## src/hw/rtl/pcxrle_pkg.sv

```systemverilog
// Shared types and constants of the PCX run-length framebuffer decoder.
package pcxrle_pkg;

  localparam int DATA_W       = 8;
  localparam int COUNT_W      = 6;
  localparam int WIDTH_REG_W  = 11;
  localparam int HEIGHT_REG_W = 11;
  localparam int STRIDE_W     = 12;
  localparam int ROW_W        = 10;
  localparam int PIX_ADDR_W   = 21;
  localparam int MAX_HEIGHT   = 1024;

  localparam int S_TDATA_W    = 8;
  localparam int M_TDATA_W    = 32;

  localparam int CFG_IDX_W    = 2;
  localparam int CFG_DATA_W   = 12;

  // register indexes
  localparam logic [CFG_IDX_W-1:0] CFG_IMAGE_WIDTH  = 2'd0;
  localparam logic [CFG_IDX_W-1:0] CFG_IMAGE_HEIGHT = 2'd1;
  localparam logic [CFG_IDX_W-1:0] CFG_LINE_STRIDE  = 2'd2;

  localparam logic [WIDTH_REG_W-1:0]  WIDTH_RESET  = 11'd320;
  localparam logic [HEIGHT_REG_W-1:0] HEIGHT_RESET = 11'd200;
  localparam logic [STRIDE_W-1:0]     STRIDE_RESET = 12'd320;

  // run marker: both top bits set, count in the low six
  localparam logic [DATA_W-1:0] MARK_BITS = 8'hc0;

  typedef enum logic {
    ST_IDLE,
    ST_RUN
  } ctrl_state_t;

  typedef enum logic [1:0] {
    KIND_NONE,
    KIND_LITERAL,
    KIND_RUN
  } byte_kind_t;

  typedef struct packed {
    logic accept;
    logic step;
  } dp_cmd_t;

  typedef struct packed {
    byte_kind_t kind;
    logic       run_last;
    logic       out_free;
  } dp_stat_t;

endpackage

```

## src/hw/rtl/pcxrle_ctrl.sv

```systemverilog
// Controller state machine: input acceptance and run sequencing.
module pcxrle_ctrl (
  input  logic                clk,
  input  logic                rst,
  input  logic                s_tvalid,
  output logic                s_tready,
  input  pcxrle_pkg::dp_stat_t stat,
  output pcxrle_pkg::dp_cmd_t  cmd
);
  import pcxrle_pkg::*;

  ctrl_state_t state, state_next;

  always_ff @(posedge clk) begin
    if (rst) begin
      state <= ST_IDLE;
    end else begin
      state <= state_next;
    end
  end

  always_comb begin
    state_next = state;
    s_tready   = 1'b0;
    cmd        = '0;
    unique case (state)
      ST_IDLE: begin
        s_tready   = stat.out_free;
        cmd.accept = s_tvalid && stat.out_free;
        if (cmd.accept && stat.kind == KIND_RUN) begin
          state_next = ST_RUN;
        end
      end
      ST_RUN: begin
        // one pixel per free output slot
        if (stat.out_free) begin
          cmd.step = 1'b1;
          if (stat.run_last) begin
            state_next = ST_IDLE;
          end
        end
      end
      default: state_next = ST_IDLE;
    endcase
  end

  a_run_blocks_input: assert property (@(posedge clk) disable iff (rst)
    state == ST_RUN |-> !s_tready && !cmd.accept)
    else $error("input taken while a run is being emitted");

  a_run_entry: assert property (@(posedge clk) disable iff (rst)
    cmd.accept && stat.kind == KIND_RUN |=> state == ST_RUN)
    else $error("run value byte did not start a run");

endmodule

```

## src/hw/rtl/pcxrle_dpath.sv

```systemverilog
// Datapath: config registers, decode state, address generation, output register.
module pcxrle_dpath #(
  parameter int MAX_WIDTH = 1024,
  parameter int ADDR_BITS = 21
) (
  input  logic                                  clk,
  input  logic                                  rst,
  input  logic                                  cfg_we,
  input  logic [pcxrle_pkg::CFG_IDX_W-1:0]      cfg_index,
  input  logic [pcxrle_pkg::CFG_DATA_W-1:0]     cfg_data,
  input  logic [pcxrle_pkg::DATA_W-1:0]         data_byte,
  input  logic                                  start_frame,
  input  pcxrle_pkg::dp_cmd_t                   cmd,
  output pcxrle_pkg::dp_stat_t                  stat,
  output logic                                  out_valid,
  input  logic                                  out_ready,
  output logic [pcxrle_pkg::DATA_W-1:0]         pixel_value,
  output logic [pcxrle_pkg::PIX_ADDR_W-1:0]     pixel_address,
  output logic                                  last_of_run,
  output logic                                  frame_done
);
  import pcxrle_pkg::*;

  localparam int COL_W = $clog2(MAX_WIDTH);
  localparam int CMP_W = (COL_W + 1 > WIDTH_REG_W) ? COL_W + 1 : WIDTH_REG_W;

  logic [WIDTH_REG_W-1:0]  image_width;
  logic [HEIGHT_REG_W-1:0] image_height;
  logic [STRIDE_W-1:0]     line_stride;

  logic                 run_pending;
  logic [COUNT_W-1:0]   run_length;
  logic [COL_W-1:0]     column;
  logic [ROW_W-1:0]     row;
  logic [ADDR_BITS-1:0] row_base;
  logic                 image_complete;
  logic [DATA_W-1:0]    run_value;

  logic                 restart;
  logic                 cur_pending;
  logic [COUNT_W-1:0]   cur_len;
  logic [COL_W-1:0]     cur_col;
  logic [ROW_W-1:0]     cur_row;
  logic [ADDR_BITS-1:0] cur_base;
  logic                 cur_cpl;

  logic [CMP_W-1:0]        eff_w;
  logic [HEIGHT_REG_W-1:0] eff_h;
  logic [CMP_W-1:0]        col_plus;
  logic [HEIGHT_REG_W-1:0] row_plus;
  logic                    line_end;
  logic                    done;
  logic                    cpl;
  byte_kind_t              kind;
  logic                    load_out;
  logic                    emit_last;
  logic [DATA_W-1:0]       emit_value;
  logic [ADDR_BITS-1:0]    addr;
  logic [ADDR_BITS+PIX_ADDR_W-1:0] addr_ext;

  // restart applies before the byte is used
  always_comb begin
    restart     = cmd.accept && start_frame;
    cur_pending = restart ? 1'b0 : run_pending;
    cur_len     = restart ? '0 : run_length;
    cur_col     = restart ? '0 : column;
    cur_row     = restart ? '0 : row;
    cur_base    = restart ? '0 : row_base;
    cur_cpl     = restart ? 1'b0 : image_complete;
  end

  always_comb begin
    if (image_width == '0) begin
      eff_w = CMP_W'(1);
    end else if (CMP_W'(image_width) > CMP_W'(MAX_WIDTH)) begin
      eff_w = CMP_W'(MAX_WIDTH);
    end else begin
      eff_w = CMP_W'(image_width);
    end
    if (image_height == '0) begin
      eff_h = HEIGHT_REG_W'(1);
    end else if (image_height > HEIGHT_REG_W'(MAX_HEIGHT)) begin
      eff_h = HEIGHT_REG_W'(MAX_HEIGHT);
    end else begin
      eff_h = image_height;
    end
  end

  always_comb begin
    col_plus = CMP_W'(cur_col) + CMP_W'(1);
    row_plus = HEIGHT_REG_W'(cur_row) + HEIGHT_REG_W'(1);
    line_end = col_plus >= eff_w;
    done     = line_end && (row_plus >= eff_h);
    cpl      = cur_cpl || (HEIGHT_REG_W'(cur_row) >= eff_h);
    addr     = cur_base + ADDR_BITS'(cur_col);
    addr_ext = {{PIX_ADDR_W{1'b0}}, addr};
  end

  always_comb begin
    if (cpl) begin
      kind = KIND_NONE;
    end else if (cur_pending) begin
      kind = (cur_len != '0) ? KIND_RUN : KIND_NONE;
    end else if ((data_byte & MARK_BITS) == MARK_BITS) begin
      kind = KIND_NONE;
    end else begin
      kind = KIND_LITERAL;
    end
  end

  always_comb begin
    load_out   = (cmd.accept && kind == KIND_LITERAL) || cmd.step;
    emit_value = cmd.step ? run_value : data_byte;
    emit_last  = cmd.step ? ((run_length == COUNT_W'(1)) || done) : 1'b1;

    stat.kind     = kind;
    stat.run_last = (run_length == COUNT_W'(1)) || done;
    stat.out_free = !out_valid || out_ready;
  end

  always_ff @(posedge clk) begin
    if (rst) begin
      image_width    <= WIDTH_RESET;
      image_height   <= HEIGHT_RESET;
      line_stride    <= STRIDE_RESET;
      run_pending    <= 1'b0;
      run_length     <= '0;
      column         <= '0;
      row            <= '0;
      row_base       <= '0;
      image_complete <= 1'b0;
      out_valid      <= 1'b0;
    end else begin
      if (cfg_we) begin
        unique case (cfg_index)
          CFG_IMAGE_WIDTH:  image_width  <= cfg_data[WIDTH_REG_W-1:0];
          CFG_IMAGE_HEIGHT: image_height <= cfg_data[HEIGHT_REG_W-1:0];
          CFG_LINE_STRIDE:  line_stride  <= cfg_data[STRIDE_W-1:0];
          default: ;
        endcase
      end

      if (out_valid && out_ready) begin
        out_valid <= 1'b0;
      end
      if (load_out) begin
        out_valid <= 1'b1;
      end

      if (cmd.accept) begin
        column         <= cur_col;
        row            <= cur_row;
        row_base       <= cur_base;
        run_pending    <= cur_pending;
        run_length     <= cur_len;
        image_complete <= cur_cpl;
        if (cpl) begin
          image_complete <= 1'b1;
          run_pending    <= 1'b0;
          run_length     <= '0;
        end else if (cur_pending) begin
          // count kept as the remaining pixels of the run
          run_pending <= 1'b0;
        end else if ((data_byte & MARK_BITS) == MARK_BITS) begin
          run_pending <= 1'b1;
          run_length  <= data_byte[COUNT_W-1:0];
        end
      end

      if (cmd.step) begin
        run_length <= emit_last ? '0 : run_length - COUNT_W'(1);
      end

      if (load_out) begin
        if (done) begin
          image_complete <= 1'b1;
        end else if (line_end) begin
          column   <= '0;
          row      <= cur_row + ROW_W'(1);
          row_base <= cur_base + ADDR_BITS'(line_stride);
        end else begin
          column <= cur_col + COL_W'(1);
        end
      end
    end
  end

  always_ff @(posedge clk) begin
    if (cmd.accept && kind == KIND_RUN) begin
      run_value <= data_byte;
    end
    if (load_out) begin
      pixel_value   <= emit_value;
      pixel_address <= addr_ext[PIX_ADDR_W-1:0];
      last_of_run   <= emit_last;
      frame_done    <= done;
    end
  end

  a_done_completes: assert property (@(posedge clk) disable iff (rst)
    load_out && done |=> image_complete)
    else $error("final pixel did not mark the image complete");

  a_done_is_last: assert property (@(posedge clk) disable iff (rst)
    out_valid && frame_done |-> last_of_run)
    else $error("final pixel of image not flagged as last of run");

endmodule

```

## src/hw/rtl/pcx_rle_framebuffer_decoder.sv

```systemverilog
// Top level of the PCX run-length decoder with framebuffer addressing.
//
//  channel | dir | handshake          | payload
//  --------+-----+--------------------+-----------------------------------------------
//  s_*     | in  | s_tvalid/s_tready  | tdata: data_byte[7:0]; tuser: start_frame
//  m_*     | out | m_tvalid/m_tready  | tdata: pixel_value[7:0], pixel_address[28:8],
//          |     |                    |        zero[31:29]; tlast: last_of_run;
//          |     |                    |        tuser: frame_done
//  cfg_*   | in  | cfg_we             | cfg_index, cfg_data (width, height, stride)
//
// Literal, run marker and ignored bytes are each accepted on their own; the value byte
// of a run starts the run, and the input is held off while its pixels are emitted.
// The single output register sets the pace: one pixel per cycle at most.
// Reset is synchronous; no clearing pass.
// m_tready low holds the output register and, with it, holds off the input.
module pcx_rle_framebuffer_decoder #(
  parameter int MAX_WIDTH = 1024,
  parameter int ADDR_BITS = 21
) (
  input  logic                                  clk,
  input  logic                                  rst,
  // configuration writes
  input  logic                                  cfg_we,
  input  logic [pcxrle_pkg::CFG_IDX_W-1:0]      cfg_index,
  input  logic [pcxrle_pkg::CFG_DATA_W-1:0]     cfg_data,
  // encoded byte stream
  input  logic                                  s_tvalid,
  output logic                                  s_tready,
  input  logic [pcxrle_pkg::S_TDATA_W-1:0]      s_tdata,  // [7:0] data_byte
  input  logic                                  s_tuser,  // [0] start_frame
  // decoded pixels
  output logic                                  m_tvalid,
  input  logic                                  m_tready,
  output logic [pcxrle_pkg::M_TDATA_W-1:0]      m_tdata,  // [7:0] pixel_value,
                                                          // [28:8] pixel_address
  output logic                                  m_tlast,  // last_of_run
  output logic                                  m_tuser   // [0] frame_done
);
  import pcxrle_pkg::*;

  dp_cmd_t                 cmd;
  dp_stat_t                stat;
  logic [DATA_W-1:0]       pixel_value;
  logic [PIX_ADDR_W-1:0]   pixel_address;

  pcxrle_ctrl u_ctrl (
    .clk      (clk),
    .rst      (rst),
    .s_tvalid (s_tvalid),
    .s_tready (s_tready),
    .stat     (stat),
    .cmd      (cmd)
  );

  pcxrle_dpath #(
    .MAX_WIDTH (MAX_WIDTH),
    .ADDR_BITS (ADDR_BITS)
  ) u_dpath (
    .clk           (clk),
    .rst           (rst),
    .cfg_we        (cfg_we),
    .cfg_index     (cfg_index),
    .cfg_data      (cfg_data),
    .data_byte     (s_tdata[DATA_W-1:0]),
    .start_frame   (s_tuser),
    .cmd           (cmd),
    .stat          (stat),
    .out_valid     (m_tvalid),
    .out_ready     (m_tready),
    .pixel_value   (pixel_value),
    .pixel_address (pixel_address),
    .last_of_run   (m_tlast),
    .frame_done    (m_tuser)
  );

  // pad the pixel transfer to whole bytes
  assign m_tdata = {{(M_TDATA_W - DATA_W - PIX_ADDR_W){1'b0}}, pixel_address, pixel_value};

endmodule
```

## config.mk

```make
export PLATFORM = sky130hd
export DESIGN_NAME = pcx_rle_framebuffer_decoder
export DESIGN_NICKNAME = d
export VERILOG_FILES = /design/src/hw/rtl/pcxrle_pkg.sv /design/src/hw/rtl/pcxrle_ctrl.sv /design/src/hw/rtl/pcxrle_dpath.sv /design/src/hw/rtl/pcx_rle_framebuffer_decoder.sv
export SDC_FILE = /design/constraint.sdc
export NUM_CORES = 1
export LEC_CHECK = 0
export BUFFER_PORTS_ARGS = -buffer_cell sky130_fd_sc_hd__buf_2
export CAP_MARGIN = 20
export CORE_MARGIN = 2
export CORE_UTILIZATION = 24
export DETAILED_ROUTE_END_ITERATION = 10
export PLACE_DENSITY = 0.48
export SLEW_MARGIN = 20
export SYNTH_ARGS = -nofsm -noshare
export SYNTH_HDL_FRONTEND = slang
export SYNTH_SLANG_ARGS = --single-unit
export TNS_END_PERCENT = 20
```

## constraint.sdc

```tcl
create_clock -name clk -period 11.2 [get_ports clk]
set_clock_uncertainty 0.15 [all_clocks]
set_input_delay 1.68 -clock clk [delete_from_list [all_inputs] [get_ports clk]]
set_output_delay 1.68 -clock clk [all_outputs]
set_load 0.02 [all_outputs]
```

## Yosys cells after proc, flatten, opt, wreduce, memory -nomap -nowiden

Index checks and enable logic that the tools add are counted.
W data, S select, Z words.

| cells by class | value |
|---|---|
| eq/ne operators | 6 |
| bitwise operators | 1 |
| add/subtract/negate cells | 7 |
| multiplexer cells | 51 |
| reductions and logical operators | 21 |
| $lt $le $gt $ge | 5 |

Operators with widths:

| cell | number |
|---|---|
| $mux W21 | 5 |
| $mux W10 | 10 |
| $mux W11 | 4 |
| $mux W6 | 7 |
| $add A10 B1 Y11 const B | 2 |
| $ge A11 B11 Y1 | 2 |
| $gt A11 B11 Y1 const B | 2 |
| $logic_not A11 Y1 | 2 |
| $add A21 B10 Y21 | 1 |
| $add A21 B12 Y21 | 1 |
| $add A10 B1 Y10 const B | 2 |
| $mux W1 | 20 |
| $ge A10 B11 Y1 | 1 |
| $mux W8 | 1 |
| $logic_and A1 B1 Y1 | 7 |
| $eq A2 B2 Y1 const B | 3 |
| $eq A6 B1 Y1 const B | 1 |
| $mux W2 | 3 |
| $reduce_and A2 Y1 | 3 |
| $reduce_bool A6 Y1 | 1 |
| $sub A6 B1 Y6 const B | 1 |
| $eq A2 B1 Y1 const B | 2 |
| $logic_or A1 B1 Y1 | 4 |
| $reduce_bool A2 Y1 | 2 |
| 4 further kinds | 4 |

| storage, ports and cells | value |
|---|---|
| output and inout bits | 36 |
| bits in registers | 124 |
| input port bits | 28 |
| logic and storage cells | 107 |

## Longest topological paths before layout

Gate-level depths: netlist of the first run.

| depth | value |
|---|---|
| depth in word-level cells | 14 |
| gate-level depth with buffers | 19 |
| gate-level depth less buffers | 16 |

## Modules after synthesis

A second synthesis of the first run with hierarchy kept.

| unflattened totals | value |
|---|---|
| cell total of the unflattened synthesis | 856 |
| area, all modules | 7,379.6 um^2 |

By module, submodules not included:

| module | times used | cells each | sequential area each (um^2) | area each (um^2) |
|---|---|---|---|---|
| pcxrle_dpath | 1 | 845 | 2,852.7 | 7,280.7 |
| pcxrle_ctrl | 1 | 7 | 20.0 | 72.6 |
| pcx_rle_framebuffer_decoder | 1 | 4 | 0.0 | 26.3 |

## Worst setup path after synthesis of the first run

No wires, ideal clock.

| timing path | value |
|---|---|
| path type | in2reg |
| from | in m_tready |
| to | reg u_dpath.run_value[0] (enable) |
| data required time | 10,652 ps |
| library setup time | 398 ps |
| cell stages on the path | 13 |
| path buffers | 4 |
| data arrival time | 4,609 ps |
| setup slack | 6,043 ps |
| path through | nand2b_1 buf_2 nand3_2 buf_2 buf_2 clkbuf_1 and2_1 ha_1 a21oi_1 o211ai_1 a21oi_1 nor2_1 nor4_1 |

| on the way | value |
|---|---|
| cells in the longest elaborated chain, start to end | 11 |
| elaborated cells between the ends (all ways) | 16 |
| those cells by class | order compare (1); eq/ne (1); mux (8); reduce/logical (6) |

Ends and longest elaborated chain:

| item | line | RTL |
|---|---|---|
| from (decl) | pcx_rle_framebuffer_decoder.sv:33 | `input logic m_tready,` |
| $logic_or A1 B1 Y1 (*) | pcxrle_dpath.sv:118 | `stat.out_free = !out_valid \|\| out_ready;` |
| $logic_and A1 B1 Y1 (*) | pcxrle_ctrl.sv:29 | `cmd.accept = s_tvalid && stat.out_free;` |
| $mux W1 (*) | pcxrle_ctrl.sv:26 | `unique case (state)` |
| parallel branches: the longest is 7 deep, another holds $ge A10 B11 Y1 | n/a |  |
| $logic_and A1 B1 Y1 (*) | pcxrle_dpath.sv:189 | `if (cmd.accept && kind == KIND_RUN) begin` |
| to (signal assigned) | pcxrle_dpath.sv:190 | `run_value <= data_byte;` |
| to (decl) | pcxrle_dpath.sv:37 | `logic [DATA_W-1:0] run_value;` |

Every way passes the cells marked *.
A chain may end at the register's enable or synchronous reset.

## Final worst setup path of the first run

| timing path | value |
|---|---|
| from | in m_tready |
| to | reg u_dpath.row_base[15] |

| on the way | value |
|---|---|
| cells in the longest elaborated chain, start to end | 13 |
| elaborated cells between the ends (all ways) | 31 |
| those cells by class | add/sub (3); order compare (3); eq/ne (1); mux (16); reduce/logical (8) |

Ends and longest elaborated chain:

| item | line | RTL |
|---|---|---|
| $logic_or A1 B1 Y1 (*) | pcxrle_dpath.sv:118 |  |
| parallel branches: the longest is 11 deep, another holds $add A10 B1 Y11 | n/a |  |
| $mux W21 (*) | pcxrle_dpath.sv:174 | `if (load_out) begin` |
| to (signal assigned) | pcxrle_dpath.sv:153 | `row_base <= cur_base;` |
| to (signal assigned) | pcxrle_dpath.sv:180 | `row_base <= cur_base + ADDR_BITS'(line_stride);` |
| to (decl) | pcxrle_dpath.sv:35 | `logic [ADDR_BITS-1:0] row_base;` |

Marks and branches as above.

==> impl_metrics.yaml, run 1 <==
clocking:
  clkSlewWorstSetupHoldPaths_ps: 60
  ctsResizeCount: 0
  clk-insertion-delay-late_ps: 430
  cts_buffer_depth: 2
  post-cts-setup-buffers: 0
  cts_num_sinks: 124
  cts_tree: "built"
  hold_buffers: 0
  clock_tree.root_cell: "clkbuf_16"
  cts-buffers-inserted: 17
  htreeDepth: 4
timing:
  maxSlewHeadroom_pct: 44.3
  setup_ws_ps: 5480
  fin_crit_sh_pct: 51.0
  rsz0062_at_grt: "false"
  finalMaxSlewViolations: 0
  hold_viol: 0
  tightest_slew_ps: 832
  layout_min_cycle_time_ps: 5720
  fmax_ghz: 0.175
  tns_ps: 0
  setup_viol: 0
worst_setup_path:
  worst_setup_path_end_kind: "register"
  cp_max_fo: 40
  arrival_ps: 5920
  critPathRequiredTime_ps: 11400
  crit_type: "in2reg"
  setup.worst_path.start_class: "input pin"
synthesis:
  syn_inst: 860
  ys_seq_area_share_pct: 39.1
  syn_area_per_cell_um2: 8.55
  synthArstFlopShare_pct: 0
  ys.warnings.count: 0
  synth_area_mm2: 0.00735
  synth_ff_type: "dfxtp_1"
  netlist-cell-type-count: 72
  ys_ff_latch: 124
  synth-edff-count: 39
floorplan:
  dieHeight_um: 179
  core-area_mm2: 0.0303
  num_rows: 64
  die-area_mm2: 0.0321
  io_pins: 64
  start_util_pct: 24.2
  dieWidth_um: 179
layout:
  fin_nets: 995
  drive_above_1_share_pct: 13.5
  fin_area_mm2: 0.00863
  nFillCells: 3254
  final_common_cell: "nand2_1"
  final_cell_mix: "153 x nand2_1, 85 x dfxtp_1, 84 x a21oi_1"
  syn2layout_area_growth_pct: 17.3
placement:
  placed_cell_area_mm2: 0.00805
  gp_congestion: 0.790
  port-buffer-count: 60
  dp_hpwl_mm: 14.8
  preCtsSetupSlack_ps: 5060
global_route:
  grt_pass1_wl_mm: 32.8
  antenna_found_initial: 4
  grt_usage_pct: 13.1
  grt_pass1_vias: 6006
  overflow: 0
  grt_max_degree: 51
power_and_ir_drop:
  leakagePower_nw: 3.45
  p_per_area_mw_per_mm2: 131
  ir_worst_vdd_uv: 102
flow_run:
  cap_violations: 0
worst_hold_path:
  hold_class: "reg2reg"
route:
  drt-vias-per-instance: 4.75
  ant_nets: 0
  wl_per_cell_um: 15.2
  dr.pass1.iters: 5
  finalWirelength_mm: 20.1
  drc: 0
  drtIter0Drc: 391
  dr_total_vias: 6274
outcome:
  run_status: "completed"
==> cell families after synthesis <==
logic type	Yosys count	synth area share, %
fa+ha+maj	56	9.63
other cells	1	0.0510
xor+xnor	46	5.48
mux	9	1.36
flops	124	39.1
compound gates	210	18.4
simple gates	349	22.4
buf+inv	65	3.67
==> through the flow <==
step	util (%)	cells	hold slack (ps)	total power [mW]
2_1_floorplan	-	862	291	0.560
3_3_place_gp	26.5	1288	311	0.593
3_5_place_dp	26.5	1288	315	0.594
4_1_cts	28.4	1320	326	1.14
5_1_grt	28.4	1320	342	1.17
6_report	28.4	1321	322	1.13
==> power by group <==
group	internal [mW]	leakage, nW	switching, mW
sequential	0.478	1.07	0.00856
combinational	0.0308	2.11	0.0662
clock	0.326	0.269	0.221
==> metal layers <==
metal / vias up / share of wire [%] / track usage, %
met3: 18 / 5.2 / 3.12
met4: 4 / 1.0 / 3.66
met5: - / 0.15 / 0
met2: 143 / 42 / 19.4
met1: 2928 / 52 / 18.9
li1: 3181 / - / -
==> area by class of cell <==
class	instances	area, µm²	area share, %
clock buffer	17	425	4.93
sequential	124	2870	33.3
antenna	1	2.50	0.0290
inverter	28	106	1.23
multi-input combinational	673	4230	49.0
tap	396	495	5.74
clock inverter	15	148	1.71
timing repair buffer	67	353	4.09
==> path summary, 6_finish.rpt <==
path / to / cells after the start / from / slack, ps
max: u_dpath.row_base[15] / 15 / m_tready / 5480
min: u_dpath.line_stride[2] / 2 / u_dpath.line_stride[2] / 320
max reg2reg: u_dpath.row_base[15] / 14 / u_dpath.out_valid / 6550
min reg2reg: u_dpath.line_stride[2] / 2 / u_dpath.line_stride[2] / 320
==> critical path: stages <==
cell and delay [ps]:
buf_2 90, nand2b_1 340, nand3_2 350, buf_4 360, and2_0 280, and3_1 220
xor2_1 160, ha_1 310, o21ai_0 70, o2bb2ai_1 130, a21oi_1 190, o21a_1 330
nand3_1 650, or3_1 580, a21oi_1 140
==> synth_stat cells (3+ instances only) <==
master / number / share of area [%]
and3_1: 6 / 0.51
nand3_1: 27 / 1.8
and4_1: 3 / 0.36
a41o_1: 3 / 0.41
a21oi_1: 84 / 5.7
buf_2: 11 / 0.75
nor4_1: 6 / 0.51
nor2b_1: 4 / 0.34
a311oi_1: 3 / 0.36
xnor2_1: 25 / 3.0
nor3_1: 11 / 0.75
mux2_2: 8 / 1.2
and2_1: 25 / 2.1
nand2_1: 153 / 7.8
nand3b_1: 3 / 0.31
inv_1: 26 / 1.3
o211ai_1: 6 / 0.61
nand2b_1: 3 / 0.26
a22oi_1: 15 / 1.5
a211o_1: 3 / 0.36
buf_4: 3 / 0.31
o21bai_1: 4 / 0.41
o21a_1: 8 / 0.82
a21o_1: 10 / 1.0
edfxtp_1: 39 / 16
o31ai_1: 5 / 0.51
nand4_1: 15 / 1.3
a211oi_1: 14 / 1.4
o32ai_1: 3 / 0.36
o21ai_1: 5 / 0.34
a31oi_1: 8 / 0.68
a31o_1: 3 / 0.36
clkbuf_1: 19 / 0.97
o21ai_0: 21 / 1.4
ha_1: 55 / 9.4
buf_1: 4 / 0.20
dfxtp_1: 85 / 23
nor2_1: 66 / 3.4
xor2_1: 21 / 2.5
or3_1: 8 / 0.68
==> flip-flops by register name, summed over array words and instances, names as in the netlist, 10 cells and up <==
signal                 count
u_dpath.pixel_address     21
u_dpath.row               10
u_dpath.image_width       11
u_dpath.row_base          21
u_dpath.column            10
u_dpath.image_height      11
u_dpath.line_stride       12
Power figures use the tool's default switching activity.
==> run 2: changes to the inputs <==
--- a/config.mk
+++ b/config.mk
@@ -5,12 +5,13 @@
 export SDC_FILE = /design/constraint.sdc
 export NUM_CORES = 1
 export LEC_CHECK = 0
+export ABC_AREA = 1
 export BUFFER_PORTS_ARGS = -buffer_cell sky130_fd_sc_hd__buf_2
 export CAP_MARGIN = 20
 export CORE_MARGIN = 2
 export CORE_UTILIZATION = 24
 export DETAILED_ROUTE_END_ITERATION = 10
-export PLACE_DENSITY = 0.48
+export PLACE_DENSITY = 0.49
 export SLEW_MARGIN = 20
 export SYNTH_ARGS = -nofsm -noshare
 export SYNTH_HDL_FRONTEND = slang
==> constraint.sdc (replaced) <==
create_clock -name clk -period 5.02 [get_ports clk]
set_clock_uncertainty 0.15 [all_clocks]
set_input_delay 0.753 -clock clk [delete_from_list [all_inputs] [get_ports clk]]
set_output_delay 0.753 -clock clk [all_outputs]
set_load 0.02 [all_outputs]
==> run 2 against run 1 <==
- wire length grew 3.4%
- global-route usage shrank 0.31 points
- final cell count grew 18%
- sequential power grew 130%
- critical path depth grew 6
- synthesized area grew 5.3%
- non-clock buffer count shrank 2
- worst hold slack lost 4.2 ps
- combinational power grew to 3.4 times the previous value
- clock-buffer cell count grew 3
- die area grew 5.2%
- design area grew 4.4%
==> impl_metrics.yaml, run 2 <==
outcome:
  run_status: "completed"
clocking:
  clock_tree.root_cell: "clkbuf_16"
  ctsResizeCount: 0
  cts_num_sinks: 124
  cts_buffer_depth: 2
  clk-insertion-delay-late_ps: 430
  post-cts-setup-buffers: 0
  cts-buffers-inserted: 17
  cts_tree: "built"
  clkSlewWorstSetupHoldPaths_ps: 60
  hold_buffers: 0
  htreeDepth: 4
timing:
  hold_viol: 0
  tns_ps: 0
  finalMaxSlewViolations: 0
  fin_crit_sh_pct: 84.3
  maxSlewHeadroom_pct: 56.2
  whs_ps: 318
  setup_viol: 0
  rsz0062_at_grt: "false"
  setup_ws_ps: 789
  tightest_slew_ps: 653
  layout_min_cycle_time_ps: 4230
  fmax_ghz: 0.236
worst_setup_path:
  crit_type: "in2reg"
  critPathRequiredTime_ps: 5210
  critical-path-top-delay-family: "simple AND/OR/NAND/NOR gates"
  path_common_cell: "nand2_1"
  path_cells: "buf_2 -> inv_1 -> nand2_2 -> nand3_4 -> nand2_2 -> inv_1 -> nand2_1 -> nor3_2 -> nand3_1 -> nor3b_1 -> ha_1 -> nand2_1 -> nor2_1 -> and2_1 -> nand2_1 -> nand4_1 -> nor2_2 -> nand2_4 -> clkinv_4 -> o21ai_0 -> a21oi_1"
  reg2reg_slack_ps: 910
  worst_setup_path_end_kind: "register"
  slowest_stage: "nor2_2"
  setup.worst_path.start_class: "input pin"
  worst-path-buf-inv: 4
  cp_max_fo: 27
  cpPeakStageDelay_ps: 380
  arrival_ps: 4430
synthesis:
  syn_area_per_cell_um2: 7.10
  synth_ff_type: "dfxtp_1"
  synth-edff-count: 39
  synth_largest_area_cell: "dfxtp_1"
  ys_ff_latch: 124
  synth_area_mm2: 0.00774
  ys_seq_area_share_pct: 37.1
  synthArstFlopShare_pct: 0
  netlist_top_cells_count: "305 x nand2_1, 163 x nor2_1, 111 x inv_1"
  yosysTopAreaCellShare_pct: 22.0
  ys.warnings.count: 0
  syn_inst: 1091
  yosysMostFrequentCell: "nand2_1"
  synth_area_leaders: "dfxtp_1 22%, edfxtp_1 15%, nand2_1 15%, ha_1 8.9%, nor2_1 7.9%"
  netlist-cell-type-count: 49
floorplan:
  core-area_mm2: 0.0316
  io_pins: 64
  dieWidth_um: 184
  die-area_mm2: 0.0337
  num_rows: 65
  dieHeight_um: 184
  start_util_pct: 24.5
global_route:
  overflow: 0
  grt_usage_pct: 12.8
  grt_pass1_wl_mm: 34.0
  antenna_found_initial: 0
  grt_max_degree: 63
  grt_pass1_vias: 6410
placement:
  preCtsSetupSlack_ps: 289
  dp_hpwl_mm: 15.8
  dp.cells: 1532
  port-buffer-count: 60
  gp_congestion: 0.867
layout:
  drive_above_1_share_pct: 11.4
  multi_input_area_mm2: 0.00428
  reg_top3: "u_dpath.pixel_address x21, u_dpath.row_base x21, u_dpath.line_stride x12"
  seq_area_mm2: 0.00287
  final_cells: 1564
  nFillCells: 3485
  final_cell_mix: "305 x nand2_1, 163 x nor2_1, 110 x inv_1"
  syn2layout_area_growth_pct: 16.3
  fin_nets: 1233
  diodes: 0
  final_common_cell: "nand2_1"
route:
  ant_nets: 0
  finalWirelength_mm: 20.7
  dr.pass1.iters: 5
  wl_per_cell_um: 13.3
  drt-vias-per-instance: 4.43
  drtIter0Drc: 487
  dr_total_vias: 6923
  drc: 0
power_and_ir_drop:
  ir_worst_vdd_uv: 227
  p_per_area_mw_per_mm2: 296
  leakagePower_nw: 4.41
worst_hold_path:
  hold_class: "reg2reg"
flow_run:
  cap_violations: 0
==> run 2: cells by family after synthesis <==
kind of cell | share of synthesized area (%)
other | 0.0484
buffers and inverters | 7.84
DFF | 37.1
adders and majority gates | 9.14
xor gates and xnor gates | 4.17
and+or+nand+nor | 31.1
AOI/OAI and AO/OA | 10.7
==> run 2: where the power goes <==
part           total, mW  switching, mW  internal [mW]
registers           1.12         0.0277           1.09
logic              0.331          0.231          0.100
clock network       1.21          0.501          0.713
==> run 2: cell type report <==
type | count | share of cell area [%]
Clock buffer | 20 | 5.08
Clock inverter | 12 | 1.26
Inverter | 117 | 4.93
Multi-Input combinational cell | 824 | 47.5
Sequential cell | 124 | 31.9
Tap cell | 402 | 5.58
Timing Repair Buffer | 65 | 3.75
==> run 2: tightest hold or removal path, stage by stage (launching register included) <==
cell	delay, ps
dfxtp_1	300
nand2_1	70
a21oi_1	60
==> run 2: final timing paths <==
path / from / endpoint / depth (start not counted)
setup / recovery: m_tready / u_dpath.row[6] / 21
hold / removal: u_dpath.row_base[3] / u_dpath.row_base[3] / 2
setup reg to reg: u_dpath.out_valid / u_dpath.row[6] / 19
hold reg to reg: u_dpath.row_base[3] / u_dpath.row_base[3] / 2
==> run 2: per-stage QoR <==
| step | utilization [%] | total power [mW] | instance area (µm²) |
|---|---|---|---|
| CTS | 28.5 | 2.70 | 9000 |
| detailed placement | 26.6 | 1.47 | 8430 |
| global placement | 26.6 | 1.47 | 8430 |
| finish | 28.5 | 2.66 | 9010 |
| floorplan | - | 1.37 | 7750 |
| global route | 28.5 | 2.80 | 9010 |
==> run 2: layer usage <==
layer | global-route usage (%) | wire, µm
met5 | 0 | 0
met4 | 3.55 | 199
met1 | 19.1 | 11000
met2 | 18.3 | 8440
met3 | 2.99 | 1050
==> run 3: changes to the inputs <==
--- a/config.mk
+++ b/config.mk
@@ -11,7 +11,7 @@
 export CORE_MARGIN = 2
 export CORE_UTILIZATION = 24
 export DETAILED_ROUTE_END_ITERATION = 10
-export PLACE_DENSITY = 0.49
+export PLACE_DENSITY = 0.48
 export SLEW_MARGIN = 20
 export SYNTH_ARGS = -nofsm -noshare
 export SYNTH_HDL_FRONTEND = slang
==> constraint.sdc (replaced) <==
create_clock -name clk -period 4.3 [get_ports clk]
set_clock_uncertainty 0.15 [all_clocks]
set_input_delay 0.645 -clock clk [delete_from_list [all_inputs] [get_ports clk]]
set_output_delay 0.645 -clock clk [all_outputs]
set_load 0.02 [all_outputs]
==> run 3 against run 2 <==
- first-iteration DRC count is 5.3% lower
- clock-buffer cell count increased by 3
- power increased by 23%
- utilization up 0.43 points
- highest routed layer is now met5
- critical endpoint is now u_dpath.row_base[12]
- non-clock buffer count grew 5
- sequential share of layout area shrank 0.48 points
- worst hold slack worse by 44 ps
- wire length rose by 0.27%
- sequential cell count is the same
- die area unchanged
- design area rose by 1.5%
==> impl_metrics.yaml, run 3 (same netlist as run 2, synthesis figures left out) <==
floorplan:
  num_rows: 65
  core-area_mm2: 0.0316
  die-area_mm2: 0.0337
  dieWidth_um: 184
  dieHeight_um: 184
  start_util_pct: 24.5
  io_pins: 64
route:
  dr_total_vias: 6854
  wl_per_cell_um: 13.3
  ant_nets: 0
  drt-vias-per-instance: 4.37
  finalWirelength_mm: 20.8
  drc: 0
  drtIter0Drc: 461
  dr.pass1.iters: 5
clocking:
  cts_buffer_depth: 2
  cts_tree: "built"
  ctsResizeCount: 0
  hold_buffers: 0
  clock_tree.root_cell: "clkbuf_16"
  cts_num_sinks: 124
  cts-buffers-inserted: 17
  clkSlewWorstSetupHoldPaths_ps: 60
  clk-insertion-delay-late_ps: 440
  post-cts-setup-buffers: 0
  htreeDepth: 4
layout:
  syn2layout_area_growth_pct: 18.1
  fin_util_pct: 28.9
  fin_nets: 1238
  final_common_cell: "nand2_1"
  reg_top3: "u_dpath.pixel_address x21, u_dpath.row_base x21, u_dpath.line_stride x12"
  nFillCells: 3442
  diodes: 0
  drive_above_1_share_pct: 11.7
  seq_area_mm2: 0.00287
  final_cells: 1569
  multi_input_area_mm2: 0.00427
  final_cell_mix: "305 x nand2_1, 163 x nor2_1, 110 x inv_1"
worst_setup_path:
  crit_type: "reg2reg"
  critical-path-top-delay-family: "simple AND/OR/NAND/NOR gates"
  path_common_cell: "nand2_1"
  cpPeakStageDelay_ps: 350
  worst_setup_path_end_kind: "register"
  setup.worst_path.start_class: "register"
  worst-path-buf-inv: 4
  critPathRequiredTime_ps: 4520
  arrival_ps: 3910
  cp_max_fo: 26
  slowest_stage: "dfxtp_1"
  path_cells: "nand2_2 -> nand3_4 -> nand2_2 -> inv_1 -> nand2_1 -> nor3_2 -> or2_1 -> and2_1 -> inv_1 -> ha_1 -> nand2_1 -> nor2_1 -> and2_1 -> nand2_1 -> nand4_1 -> nor2_2 -> nand2_4 -> clkinv_4 -> nand2_1 -> nand2_1 -> inv_1 -> nor2_1"
power_and_ir_drop:
  leakagePower_nw: 4.48
  pwr-share-comb_pct: 11.9
  p_switching_mw: 0.898
  swShare_pct: 27.3
  total_power_mw: 3.29
  p_int_mw: 2.39
  p_per_area_mw_per_mm2: 360
  ir_worst_vdd_uv: 273
  p_clk_share_pct: 48.4
  power_frac_seq_pct: 39.7
outcome:
  run_status: "completed"
flow_run:
  cap_violations: 0
global_route:
  use_met2_pct: 18.3
  grt_max_degree: 63
  grt_pass1_vias: 6460
  grt_pass1_wl_mm: 34.1
  grt.busiest_layer: "met1"
  overflow: 0
  use_met3_pct: 3.05
  grt_util_met1_pct: 19.0
  antenna_found_initial: 2
  grt_usage_pct: 12.9
timing:
  tightest_slew_ps: 586
  fmax_ghz: 0.271
  layout_min_cycle_time_ps: 3690
  setup_viol: 0
  rsz0062_at_grt: "false"
  tns_ps: 0
  maxSlewHeadroom_pct: 60.9
  fin_crit_sh_pct: 85.9
  hold_viol: 0
  finalMaxSlewViolations: 0
placement:
  dp_hpwl_mm: 15.8
  dp.cells: 1537
  gp_congestion: 0.810
  port-buffer-count: 60
worst_hold_path:
  hold_class: "in2reg"
-- run 3: changes by cell type in the layout (fill, tap and decap cells not counted), moves of 2 or more --
cell / delta
buf_4: +3
buf_12: +2
clkbuf_16: +2
clkbuf_8: +2
clkinv_2: -2
-- run 3: final timing paths --
check	start	to	slack, ps	cells after the start
setup / recovery	u_dpath.out_valid	u_dpath.row_base[12]	610	22
hold / removal	s_tdata[0]	u_dpath.run_value[0]	270	1
setup reg to reg	u_dpath.out_valid	u_dpath.row_base[12]	610	22
hold reg to reg	u_dpath.row[5]	u_dpath.row[5]	320	2
-- run 3: final cells by class --
class,instances,share of cell area (%)
sequential,124,31.4
clock inverter,9,1.31
inverter,117,4.86
multi-input combinational,824,46.7
tap,402,5.50
clock buffer,23,5.80
timing repair buffer,70,4.38
-- run 3: power by group through the flow --
stage,sequential (mW),clock (mW),combinational (mW)
6_report,1.31,1.59,0.391
3_5_place_dp,1.33,0,0.394
2_1_floorplan,1.36,0,0.234
4_1_cts,1.31,1.62,0.396
3_3_place_gp,1.33,0,0.392
5_1_grt,1.31,1.68,0.443
-- run 3: stage by stage --
stage	setup slack (ps)	area, µm²	hold slack, ps
6_report	606	9140	274
5_1_grt	163	9140	260
4_1_cts	595	9140	257
3_5_place_dp	200	8490	318
3_3_place_gp	241	8490	314
2_1_floorplan	791	7750	285
-- run 3: per-layer routing --
metal	up-vias	routed length [µm]
li1	3657	-
met1	3044	11100
met2	134	8480
met3	17	944
met4	2	258
met5	-	7
